<file path="src/rtl/core/fmpd_pkg.sv">
package fmpd_pkg;

  // Configuration register indexes.
  localparam logic [1:0] CFG_HEAD_BYTE        = 2'd0;
  localparam logic [1:0] CFG_TAIL_BYTE        = 2'd1;
  localparam logic [1:0] CFG_DIRECTION_ENABLE = 2'd2;

  // Mode counter slots: slot = mode code + 1.
  localparam int unsigned MODE_SLOTS     = 5;
  localparam logic [2:0]  SLOT_CROSSING  = 3'd0;
  localparam logic [2:0]  SLOT_ZEBRA     = 3'd2;
  localparam logic [2:0]  FAST_LIMIT     = 3'd2;
  localparam logic [2:0]  SLOW_LIMIT     = 3'd4;
  localparam logic [2:0]  DIR_LIMIT      = 3'd4;

  // Signed codes used on the result channel.
  localparam logic [1:0] DIR_LEFT  = 2'b01;
  localparam logic [1:0] DIR_RIGHT = 2'b11;
  localparam logic [2:0] MODE_CROSSING = 3'b111;

  // One classified byte, handed from the deframer to the debounce stage.
  typedef struct packed {
    logic       done;
    logic [7:0] bias;
    logic       mode_hit;
    logic [2:0] mode_slot;
    logic       dir_hit;
    logic       dir_sel;
  } fmpd_rec_t;

endpackage

</file>
<file path="src/rtl/core/framed_mode_packet_debouncer_top.sv">
// Packet deframer and mode debouncer for a serial byte stream.
// Input channel: one received byte per transaction on in_rx_byte, handshake
// in_valid / in_stall. Every accepted byte yields exactly one result
// transaction on the out_ channel, handshake out_valid / out_stall.
// out_frame_done marks a byte that closed a good packet; line bias, mode and
// lane direction are the latched values after that byte, and speed request
// and crossing clear pulse on the result that confirms the crossing mode.
// An accepted byte's record is written into the two-entry queue, then
// passes through the debounce stage into the result register. Throughput
// is one byte per cycle while out_stall is low, set by the single-cycle
// deframer and the single-cycle counter update in the back end. When the
// receiver stalls, the result register holds, the queue fills and in_stall
// rises once both queue entries are taken. Configuration (head byte, tail
// byte, direction enable) is written through cfg_we / cfg_index / cfg_wdata
// by the user only while no transaction is in flight; the block does not
// enforce this. Synchronous reset clears the deframer, counters and latched
// values and sets head and tail bytes to 0 with direction tracking enabled.
module framed_mode_packet_debouncer_top (
  input  logic              clk,
  input  logic              rst_n,
  input  logic              cfg_we,
  input  logic [1:0]        cfg_index,
  input  logic [7:0]        cfg_wdata,
  input  logic              in_valid,
  output logic              in_stall,
  input  logic [7:0]        in_rx_byte,
  output logic              out_valid,
  input  logic              out_stall,
  output logic              out_frame_done,
  output logic signed [7:0] out_line_bias,
  output logic signed [2:0] out_drive_mode,
  output logic signed [1:0] out_lane_direction,
  output logic              out_speed_request,
  output logic              out_cross_clear
);
  import fmpd_pkg::*;

  logic [7:0] head_r, tail_r;
  logic       dir_en_r;
  logic       push, full, pop, not_empty;
  fmpd_rec_t  front_rec, queue_rec;

  // Configuration registers.
  always_ff @(posedge clk) begin
    if (!rst_n) begin
      head_r   <= 8'd0;
      tail_r   <= 8'd0;
      dir_en_r <= 1'b1;
    end else if (cfg_we) begin
      unique case (cfg_index)
        CFG_HEAD_BYTE:        head_r   <= cfg_wdata;
        CFG_TAIL_BYTE:        tail_r   <= cfg_wdata;
        CFG_DIRECTION_ENABLE: dir_en_r <= cfg_wdata[0];
        default: ;
      endcase
    end
  end

  assign in_stall = full;
  assign push     = in_valid && !full;

  fmpd_front u_front (
    .clk       (clk),
    .rst_n     (rst_n),
    .push      (push),
    .rx_byte   (in_rx_byte),
    .head_byte (head_r),
    .tail_byte (tail_r),
    .rec       (front_rec)
  );

  fmpd_queue u_queue (
    .clk       (clk),
    .rst_n     (rst_n),
    .push      (push),
    .push_rec  (front_rec),
    .full      (full),
    .pop       (pop),
    .not_empty (not_empty),
    .pop_rec   (queue_rec)
  );

  fmpd_back u_back (
    .clk                (clk),
    .rst_n              (rst_n),
    .rec_valid          (not_empty),
    .rec                (queue_rec),
    .pop                (pop),
    .dir_en             (dir_en_r),
    .out_valid          (out_valid),
    .out_stall          (out_stall),
    .out_frame_done     (out_frame_done),
    .out_line_bias      (out_line_bias),
    .out_drive_mode     (out_drive_mode),
    .out_lane_direction (out_lane_direction),
    .out_speed_request  (out_speed_request),
    .out_cross_clear    (out_cross_clear)
  );

endmodule

</file>
<file path="src/rtl/core/fmpd_front.sv">
module fmpd_front (
  input  logic               clk,
  input  logic               rst_n,
  input  logic               push,
  input  logic [7:0]         rx_byte,
  input  logic [7:0]         head_byte,
  input  logic [7:0]         tail_byte,
  output fmpd_pkg::fmpd_rec_t rec
);
  import fmpd_pkg::*;

  localparam logic [1:0] PH_HUNT    = 2'd0;
  localparam logic [1:0] PH_PAYLOAD = 2'd1;
  localparam logic [1:0] PH_TAIL    = 2'd2;

  logic [1:0] phase_r, phase_nxt;
  logic [1:0] idx_r, idx_nxt;
  logic [7:0] bias_r, bias_nxt;
  logic [7:0] mode_r, mode_nxt;
  logic [7:0] dir_r, dir_nxt;

  // Deframing state machine, advanced once per accepted byte.
  always_comb begin
    phase_nxt = phase_r;
    idx_nxt   = idx_r;
    bias_nxt  = bias_r;
    mode_nxt  = mode_r;
    dir_nxt   = dir_r;
    rec       = '0;
    rec.bias  = bias_r;
    if (push) begin
      unique case (phase_r)
        PH_HUNT: begin
          if (rx_byte == head_byte) phase_nxt = PH_PAYLOAD;
        end
        PH_PAYLOAD: begin
          unique case (idx_r)
            2'd0: begin
              bias_nxt = rx_byte;
              idx_nxt  = 2'd1;
            end
            2'd1: begin
              mode_nxt = rx_byte;
              idx_nxt  = 2'd2;
            end
            default: begin
              dir_nxt   = rx_byte;
              idx_nxt   = 2'd0;
              phase_nxt = PH_TAIL;
            end
          endcase
        end
        PH_TAIL: begin
          phase_nxt = PH_HUNT;
          if (rx_byte == tail_byte) rec.done = 1'b1;
        end
        default: begin
          phase_nxt = PH_HUNT;
        end
      endcase
    end
    // Classify the held codes so the back end only counts.
    rec.mode_hit  = (mode_r == 8'hFF) || (mode_r <= 8'd3);
    rec.mode_slot = (mode_r == 8'hFF) ? SLOT_CROSSING : (mode_r[2:0] + 3'd1);
    rec.dir_hit   = (dir_r == 8'd1) || (dir_r == 8'd2);
    rec.dir_sel   = (dir_r == 8'd2);
  end

  always_ff @(posedge clk) begin
    if (!rst_n) begin
      phase_r <= PH_HUNT;
      idx_r   <= 2'd0;
      bias_r  <= 8'd0;
      mode_r  <= 8'd0;
      dir_r   <= 8'd0;
    end else begin
      phase_r <= phase_nxt;
      idx_r   <= idx_nxt;
      bias_r  <= bias_nxt;
      mode_r  <= mode_nxt;
      dir_r   <= dir_nxt;
    end
  end

endmodule

</file>
<file path="src/rtl/core/fmpd_queue.sv">
module fmpd_queue (
  input  logic                clk,
  input  logic                rst_n,
  input  logic                push,
  input  fmpd_pkg::fmpd_rec_t push_rec,
  output logic                full,
  input  logic                pop,
  output logic                not_empty,
  output fmpd_pkg::fmpd_rec_t pop_rec
);
  import fmpd_pkg::*;

  fmpd_rec_t  slot_r [2];
  logic       wr_ptr_r, wr_ptr_nxt;
  logic       rd_ptr_r, rd_ptr_nxt;
  logic [1:0] count_r, count_nxt;

  assign full      = (count_r == 2'd2);
  assign not_empty = (count_r != 2'd0);
  assign pop_rec   = slot_r[rd_ptr_r];

  // Pointer and fill count bookkeeping.
  always_comb begin
    wr_ptr_nxt = push ? ~wr_ptr_r : wr_ptr_r;
    rd_ptr_nxt = pop ? ~rd_ptr_r : rd_ptr_r;
    count_nxt  = count_r + {1'b0, push} - {1'b0, pop};
  end

  always_ff @(posedge clk) begin
    if (!rst_n) begin
      wr_ptr_r <= 1'b0;
      rd_ptr_r <= 1'b0;
      count_r  <= 2'd0;
    end else begin
      wr_ptr_r <= wr_ptr_nxt;
      rd_ptr_r <= rd_ptr_nxt;
      count_r  <= count_nxt;
    end
  end

  // Entry storage needs no reset.
  always_ff @(posedge clk) begin
    if (push) slot_r[wr_ptr_r] <= push_rec;
  end

endmodule

</file>
<file path="src/rtl/core/fmpd_back.sv">
module fmpd_back (
  input  logic                clk,
  input  logic                rst_n,
  input  logic                rec_valid,
  input  fmpd_pkg::fmpd_rec_t rec,
  output logic                pop,
  input  logic                dir_en,
  output logic                out_valid,
  input  logic                out_stall,
  output logic                out_frame_done,
  output logic signed [7:0]   out_line_bias,
  output logic signed [2:0]   out_drive_mode,
  output logic signed [1:0]   out_lane_direction,
  output logic                out_speed_request,
  output logic                out_cross_clear
);
  import fmpd_pkg::*;

  logic [7:0] bias_r, bias_nxt;
  logic [2:0] mode_r, mode_nxt;
  logic [1:0] dir_r, dir_nxt;
  logic [2:0] mode_cnt_r [MODE_SLOTS];
  logic [2:0] mode_cnt_nxt [MODE_SLOTS];
  logic [2:0] dir_cnt_r [2];
  logic [2:0] dir_cnt_nxt [2];
  logic       pulse;
  logic [2:0] limit;
  logic       valid_r, valid_nxt;
  logic       done_r;
  logic [7:0] obias_r;
  logic [2:0] omode_r;
  logic [1:0] odir_r;
  logic       pulse_r;

  // Take the next transaction whenever the output register is free or draining.
  assign pop = rec_valid && (!valid_r || !out_stall);

  // Debounce counters and latched outputs.
  always_comb begin
    bias_nxt     = bias_r;
    mode_nxt     = mode_r;
    dir_nxt      = dir_r;
    mode_cnt_nxt = mode_cnt_r;
    dir_cnt_nxt  = dir_cnt_r;
    pulse        = 1'b0;
    limit = ((rec.mode_slot == SLOT_CROSSING) || (rec.mode_slot == SLOT_ZEBRA)) ?
            FAST_LIMIT : SLOW_LIMIT;
    if (pop && rec.done) begin
      bias_nxt = rec.bias;
      if (rec.mode_hit) begin
        if (mode_cnt_r[rec.mode_slot] >= limit) begin
          mode_cnt_nxt[rec.mode_slot] = 3'd0;
          mode_nxt = rec.mode_slot - 3'd1;
          pulse    = (rec.mode_slot == SLOT_CROSSING);
        end else begin
          mode_cnt_nxt[rec.mode_slot] = mode_cnt_r[rec.mode_slot] + 3'd1;
        end
      end
      if (dir_en && rec.dir_hit) begin
        if (dir_cnt_r[rec.dir_sel] >= DIR_LIMIT) begin
          dir_nxt = rec.dir_sel ? DIR_RIGHT : DIR_LEFT;
        end else begin
          dir_cnt_nxt[rec.dir_sel] = dir_cnt_r[rec.dir_sel] + 3'd1;
        end
      end
    end
    valid_nxt = pop ? 1'b1 : (valid_r && out_stall);
  end

  always_ff @(posedge clk) begin
    if (!rst_n) begin
      bias_r     <= 8'd0;
      mode_r     <= 3'd0;
      dir_r      <= 2'd0;
      mode_cnt_r <= '{default: 3'd0};
      dir_cnt_r  <= '{default: 3'd0};
      valid_r    <= 1'b0;
    end else begin
      bias_r     <= bias_nxt;
      mode_r     <= mode_nxt;
      dir_r      <= dir_nxt;
      mode_cnt_r <= mode_cnt_nxt;
      dir_cnt_r  <= dir_cnt_nxt;
      valid_r    <= valid_nxt;
    end
  end

  // Result register, loaded with each popped transaction.
  always_ff @(posedge clk) begin
    if (pop) begin
      done_r  <= rec.done;
      obias_r <= bias_nxt;
      omode_r <= mode_nxt;
      odir_r  <= dir_en ? dir_nxt : DIR_LEFT;
      pulse_r <= pulse;
    end
  end

  assign out_valid          = valid_r;
  assign out_frame_done     = done_r;
  assign out_line_bias      = obias_r;
  assign out_drive_mode     = omode_r;
  assign out_lane_direction = odir_r;
  assign out_speed_request  = pulse_r;
  assign out_cross_clear    = pulse_r;

  // A speed request only comes with a frame that confirms the crossing mode.
  a_pulse_mode: assert property (@(posedge clk) disable iff (!rst_n)
    (valid_r && pulse_r) |-> (done_r && omode_r == MODE_CROSSING))
    else $error("speed request without confirmed crossing mode");

  // Direction counters saturate and never run past the limit.
  a_dir_sat: assert property (@(posedge clk) disable iff (!rst_n)
    (dir_cnt_r[0] <= DIR_LIMIT) && (dir_cnt_r[1] <= DIR_LIMIT))
    else $error("direction counter past saturation");

  // Mode counters clear when they fire, so none passes its limit, fast or slow.
  a_mode_cnt: assert property (@(posedge clk) disable iff (!rst_n)
    (mode_cnt_r[0] <= FAST_LIMIT) && (mode_cnt_r[2] <= FAST_LIMIT) &&
    (mode_cnt_r[1] <= SLOW_LIMIT) && (mode_cnt_r[3] <= SLOW_LIMIT) &&
    (mode_cnt_r[4] <= SLOW_LIMIT))
    else $error("mode counter past its limit");

  // A popped transaction always shows up as a valid result next cycle.
  a_pop_valid: assert property (@(posedge clk) disable iff (!rst_n)
    pop |=> valid_r)
    else $error("popped transaction lost");

endmodule
</file>
<file path="config.mk">
export PLATFORM = sky130hd
export DESIGN_NAME = framed_mode_packet_debouncer_top
export DESIGN_NICKNAME = d
export VERILOG_FILES = /design/src/rtl/core/fmpd_pkg.sv /design/src/rtl/core/framed_mode_packet_debouncer_top.sv /design/src/rtl/core/fmpd_front.sv /design/src/rtl/core/fmpd_queue.sv /design/src/rtl/core/fmpd_back.sv
export SDC_FILE = /design/constraint.sdc
export NUM_CORES = 1
export LEC_CHECK = 0
export ABC_AREA = 1
export BUFFER_PORTS_ARGS = -buffer_cell sky130_fd_sc_hd__buf_2
export CORE_MARGIN = 5
export CORE_UTILIZATION = 60
export CTS_BUF_LIST = sky130_fd_sc_hd__clkbuf_4 sky130_fd_sc_hd__clkbuf_8 sky130_fd_sc_hd__clkbuf_16
export CTS_CLUSTER_SIZE = 40
export DETAILED_ROUTE_END_ITERATION = 7
export GPL_ROUTABILITY_DRIVEN = 0
export GPL_TIMING_DRIVEN = 0
export PLACE_DENSITY = 0.79
export SYNTH_ARGS = -nofsm -noshare
export SYNTH_HDL_FRONTEND = slang
export SYNTH_HIERARCHICAL = 1
export SYNTH_SLANG_ARGS = --single-unit
</file>
<file path="constraint.sdc">
create_clock -name clk -period 5.2 [get_ports clk]
set_input_delay 0.26 -clock clk [delete_from_list [all_inputs] [get_ports clk]]
set_output_delay 0.26 -clock clk [all_outputs]
set_load 0.01 [all_outputs]
</file>
==> impl_metrics.env <==
export IMPL_synth_nets=708
export IMPL_die_h_um=109.7
export IMPL_numCtsBuffers=17
export IMPL_post_route_cells_drive_above_1_share=0.1963
export IMPL_peakVddDrop_mv=0.2206
export IMPL_powerDensity_nw_per_um2=458.2
export IMPL_clock_skew_ns=0.006092
export IMPL_start_util=0.6129
export IMPL_clk_pin_slew_ns=0.06
export IMPL_numClockSinks=130
export IMPL_clock_root_buffer="clkbuf_8"
export IMPL_antenna_cells=0
export IMPL_synthArstFlopShare=0
export IMPL_cts_tree="built"
export IMPL_arrival_ns=3.22
export IMPL_synth_edf_count=45
export IMPL_status="completed"
export IMPL_coreArea_um2=9729
export IMPL_first_pass_iters=5
export IMPL_netlist_area_um2=5963
export IMPL_worst_slew_pin_slew_ns=1.237
export IMPL_dieArea_um2=12030
export IMPL_gr_usage_met3=0.05167
export IMPL_slew_viol_final=0
export IMPL_grt_max_degree=20
export IMPL_ys_ff_latch=130
export IMPL_grt_total_usage=0.2314
export IMPL_syn2layout_area_growth_pct=18.04
export IMPL_startpoint_type="register"
export IMPL_die_x_um=109.7
export IMPL_critPathMaxFanout=10
export IMPL_post_route_min_period_ns=2.967
export IMPL_endpoint="u_back/out_drive_mode[1]$_DFFE_PN_"
export IMPL_utilization=0.7235
export IMPL_crit_type="register to register"
export IMPL_fmax_mhz=337.0
export IMPL_hold_viol=0
export IMPL_reg2reg_depth=15
export IMPL_use_met2=0.4041
export IMPL_first_global_vias=4667
export IMPL_met1_usage=0.2715
export IMPL_clk_path_buf_depth=2
export IMPL_max_slew_margin=0.1726
export IMPL_routedWlPerCell_um=14.77
export IMPL_worstPathRequired_ns=5.45
export IMPL_antenna_found_initial=0
export IMPL_critPathCaptureType="register"
export IMPL_multiInputGateArea_um2=2320
export IMPL_dpl_hpwl_mm=8.774
export IMPL_postSynthAreaPerCell_um2=8.821
export IMPL_antenna_left=0
export IMPL_busiest_layer="met2"
export IMPL_viasPerCell=5.342
export IMPL_hold_depth=3
export IMPL_rows=36
export IMPL_syn_inst=676
export IMPL_port_buffers=39
export IMPL_fin_tns_setup_ns=0
export IMPL_grt_pass1_wl_mm=21.69
export IMPL_reg2reg_to="u_back/out_drive_mode[1]$_DFFE_PN_"
export IMPL_wirelength_mm=13.10
export IMPL_hold_ws_ns=0.01842
export IMPL_ys_seq_area_frac=0.5120
export IMPL_pin_count=41
export IMPL_seq_area_um2=3053
export IMPL_setup_viol=0
export IMPL_drv_cap=0
export IMPL_drc=0
export IMPL_rsz0062_at_grt="no"
export IMPL_post_route_period_util=0.5706
export IMPL_clk_latency_ns=0.51
export IMPL_p_leak_nw=3.122
export IMPL_fin_nets=773
export IMPL_n_fill_cell=724
export IMPL_ys_warn_count=6
export IMPL_r2r_slack_ns=2.23
export IMPL_ys_flop_type="dfxtp_1"
export IMPL_hold_path_class="input port to register"
export IMPL_drtIter0Drc=348
export IMPL_netlist_cell_type_count=44
export IMPL_cts_max_level=4
export IMPL_num_vias=4738
export IMPL_gr_total_overflow=0
how the worst min path moves through the flow:
stage	from	end	slack [ns]
after floorplan	rst_n	u_queue/count_r[0]$_SDFF_PN0_	0.35
after global placement	u_back/dir_cnt_r[1]$_SDFFE_PN0P_	u_back/dir_cnt_r[1]$_SDFFE_PN0P_	0.43
after detailed placement	u_back/dir_cnt_r[1]$_SDFFE_PN0P_	u_back/dir_cnt_r[1]$_SDFFE_PN0P_	0.44
after CTS	cfg_wdata[4]	tail_r[4]$_SDFFE_PN0P_	0.005
after global routing	cfg_wdata[7]	tail_r[7]$_SDFFE_PN0P_	0.02
final	cfg_wdata[7]	tail_r[7]$_SDFFE_PN0P_	0.02
logic make-up (layout without fill, tap and decap cells):
group           after synthesis  after routing  synth area share
simple gates                263            263            0.2144
buf+inv                     134            212           0.09904
flops                       130            130            0.5120
compound gates              117            117            0.1093
mux                          15             15           0.03462
fa+ha+maj                     9              9           0.01888
xor+xnor                      8              8           0.01175
flip-flops by register name (all words and copies together) (netlist names), 2 cells and up, named ones only:
register                   flops
head_r                         8
tail_r                         8
u_back/bias_r                  8
u_back/dir_cnt_r               6
u_back/dir_r                   2
u_back/mode_cnt_r             15
u_back/mode_r                  3
u_back/out_drive_mode          3
u_back/out_lane_direction      2
u_back/out_line_bias           8
u_front/bias_r                 8
u_front/dir_r                  8
u_front/idx_r                  2
u_front/mode_r                 8
u_front/phase_r                2
u_queue/count_r                2
u_queue/slot_r                30
metal layers:
metal | up-vias | part of all wire | routed length, um
li1 | 2331 | - | -
met2 | 188 | 0.51 | 6677
met5 | - | 0 | 0
met3 | 34 | 0.058 | 758
met1 | 2185 | 0.41 | 5306
met4 | 0 | 0.027 | 355
critical path: stages (launching register included):
cell and delay (ns):
dfxtp_1 0.33, buf_6 0.13, buf_12 0.15, mux2_4 0.30, buf_2 0.18, nor2_1 0.22
nand3_1 0.13, nand4_1 0.16, ha_1 0.21, inv_1 0.07, nor2_1 0.29, nor2_8 0.09
nand2_8 0.12, nand2_8 0.07, o21ai_2 0.17, inv_1 0.07
through the flow:
stage	cells	power [mW]	worst slack [ns]	cell area [um2]
2_1_floorplan	676	1.761	2.593	5963
3_3_place_gp	848	1.914	2.326	6325
3_5_place_dp	848	1.947	2.289	6325
4_1_cts	887	3.242	2.250	7039
5_1_grt	887	3.374	2.059	7039
6_report	887	3.225	2.233	7039
synthesized netlist by cell type (7+ instances only):
master | count | area, um2
a211oi_1 | 8 | 60.06
a21oi_1 | 62 | 310.3
dfxtp_1 | 85 | 1702
edfxtp_1 | 45 | 1351
ha_1 | 9 | 112.6
inv_1 | 105 | 394.1
mux2_4 | 10 | 150.1
nand2_1 | 100 | 375.4
nand3_1 | 47 | 235.2
nand4_1 | 8 | 50.05
nor2_1 | 70 | 262.8
nor2_4 | 7 | 78.83
o21ai_0 | 31 | 155.2
or2_2 | 8 | 50.05
repair_timing:
item	CTS	global route
gates resized for setup	0	0
hold buffers	7	0
buffers inserted	0	0
hold endpoints to repair	7	0
layout by cell type, fill, tap and decap left out, types with 7 or more instances in the layout:
| cell | netlist | routed |
|---|---|---|
| nor2_4 | 7 | 7 |
| a21oi_1 | 62 | 62 |
| or2_2 | 8 | 8 |
| o21ai_0 | 31 | 31 |
| clkbuf_16 | 0 | 16 |
| nand4_1 | 8 | 8 |
| edfxtp_1 | 45 | 45 |
| mux2_4 | 10 | 10 |
| nor2_1 | 70 | 70 |
| dfxtp_1 | 85 | 85 |
| a211oi_1 | 8 | 8 |
| buf_2 | 4 | 43 |
| dlygate4sd3_1 | 0 | 7 |
| nand3_1 | 47 | 47 |
| nand2_1 | 100 | 100 |
| inv_1 | 105 | 105 |
| ha_1 | 9 | 9 |
report_power, final:
part | internal (mW) | switching [mW]
Combinational | 0.261 | 0.415
Clock | 0.833 | 0.454
Sequential | 1.22 | 0.0434
layout make-up:
cell class	count	share of cell area
buffer	23	0.02435
clock buffer	17	0.05883
clock inverter	15	0.03271
inverter	111	0.05954
multi-input combinational	412	0.3295
sequential	130	0.4337
tap	133	0.02364
timing repair buffer	46	0.03768
(Power assumes the default switching activity.)
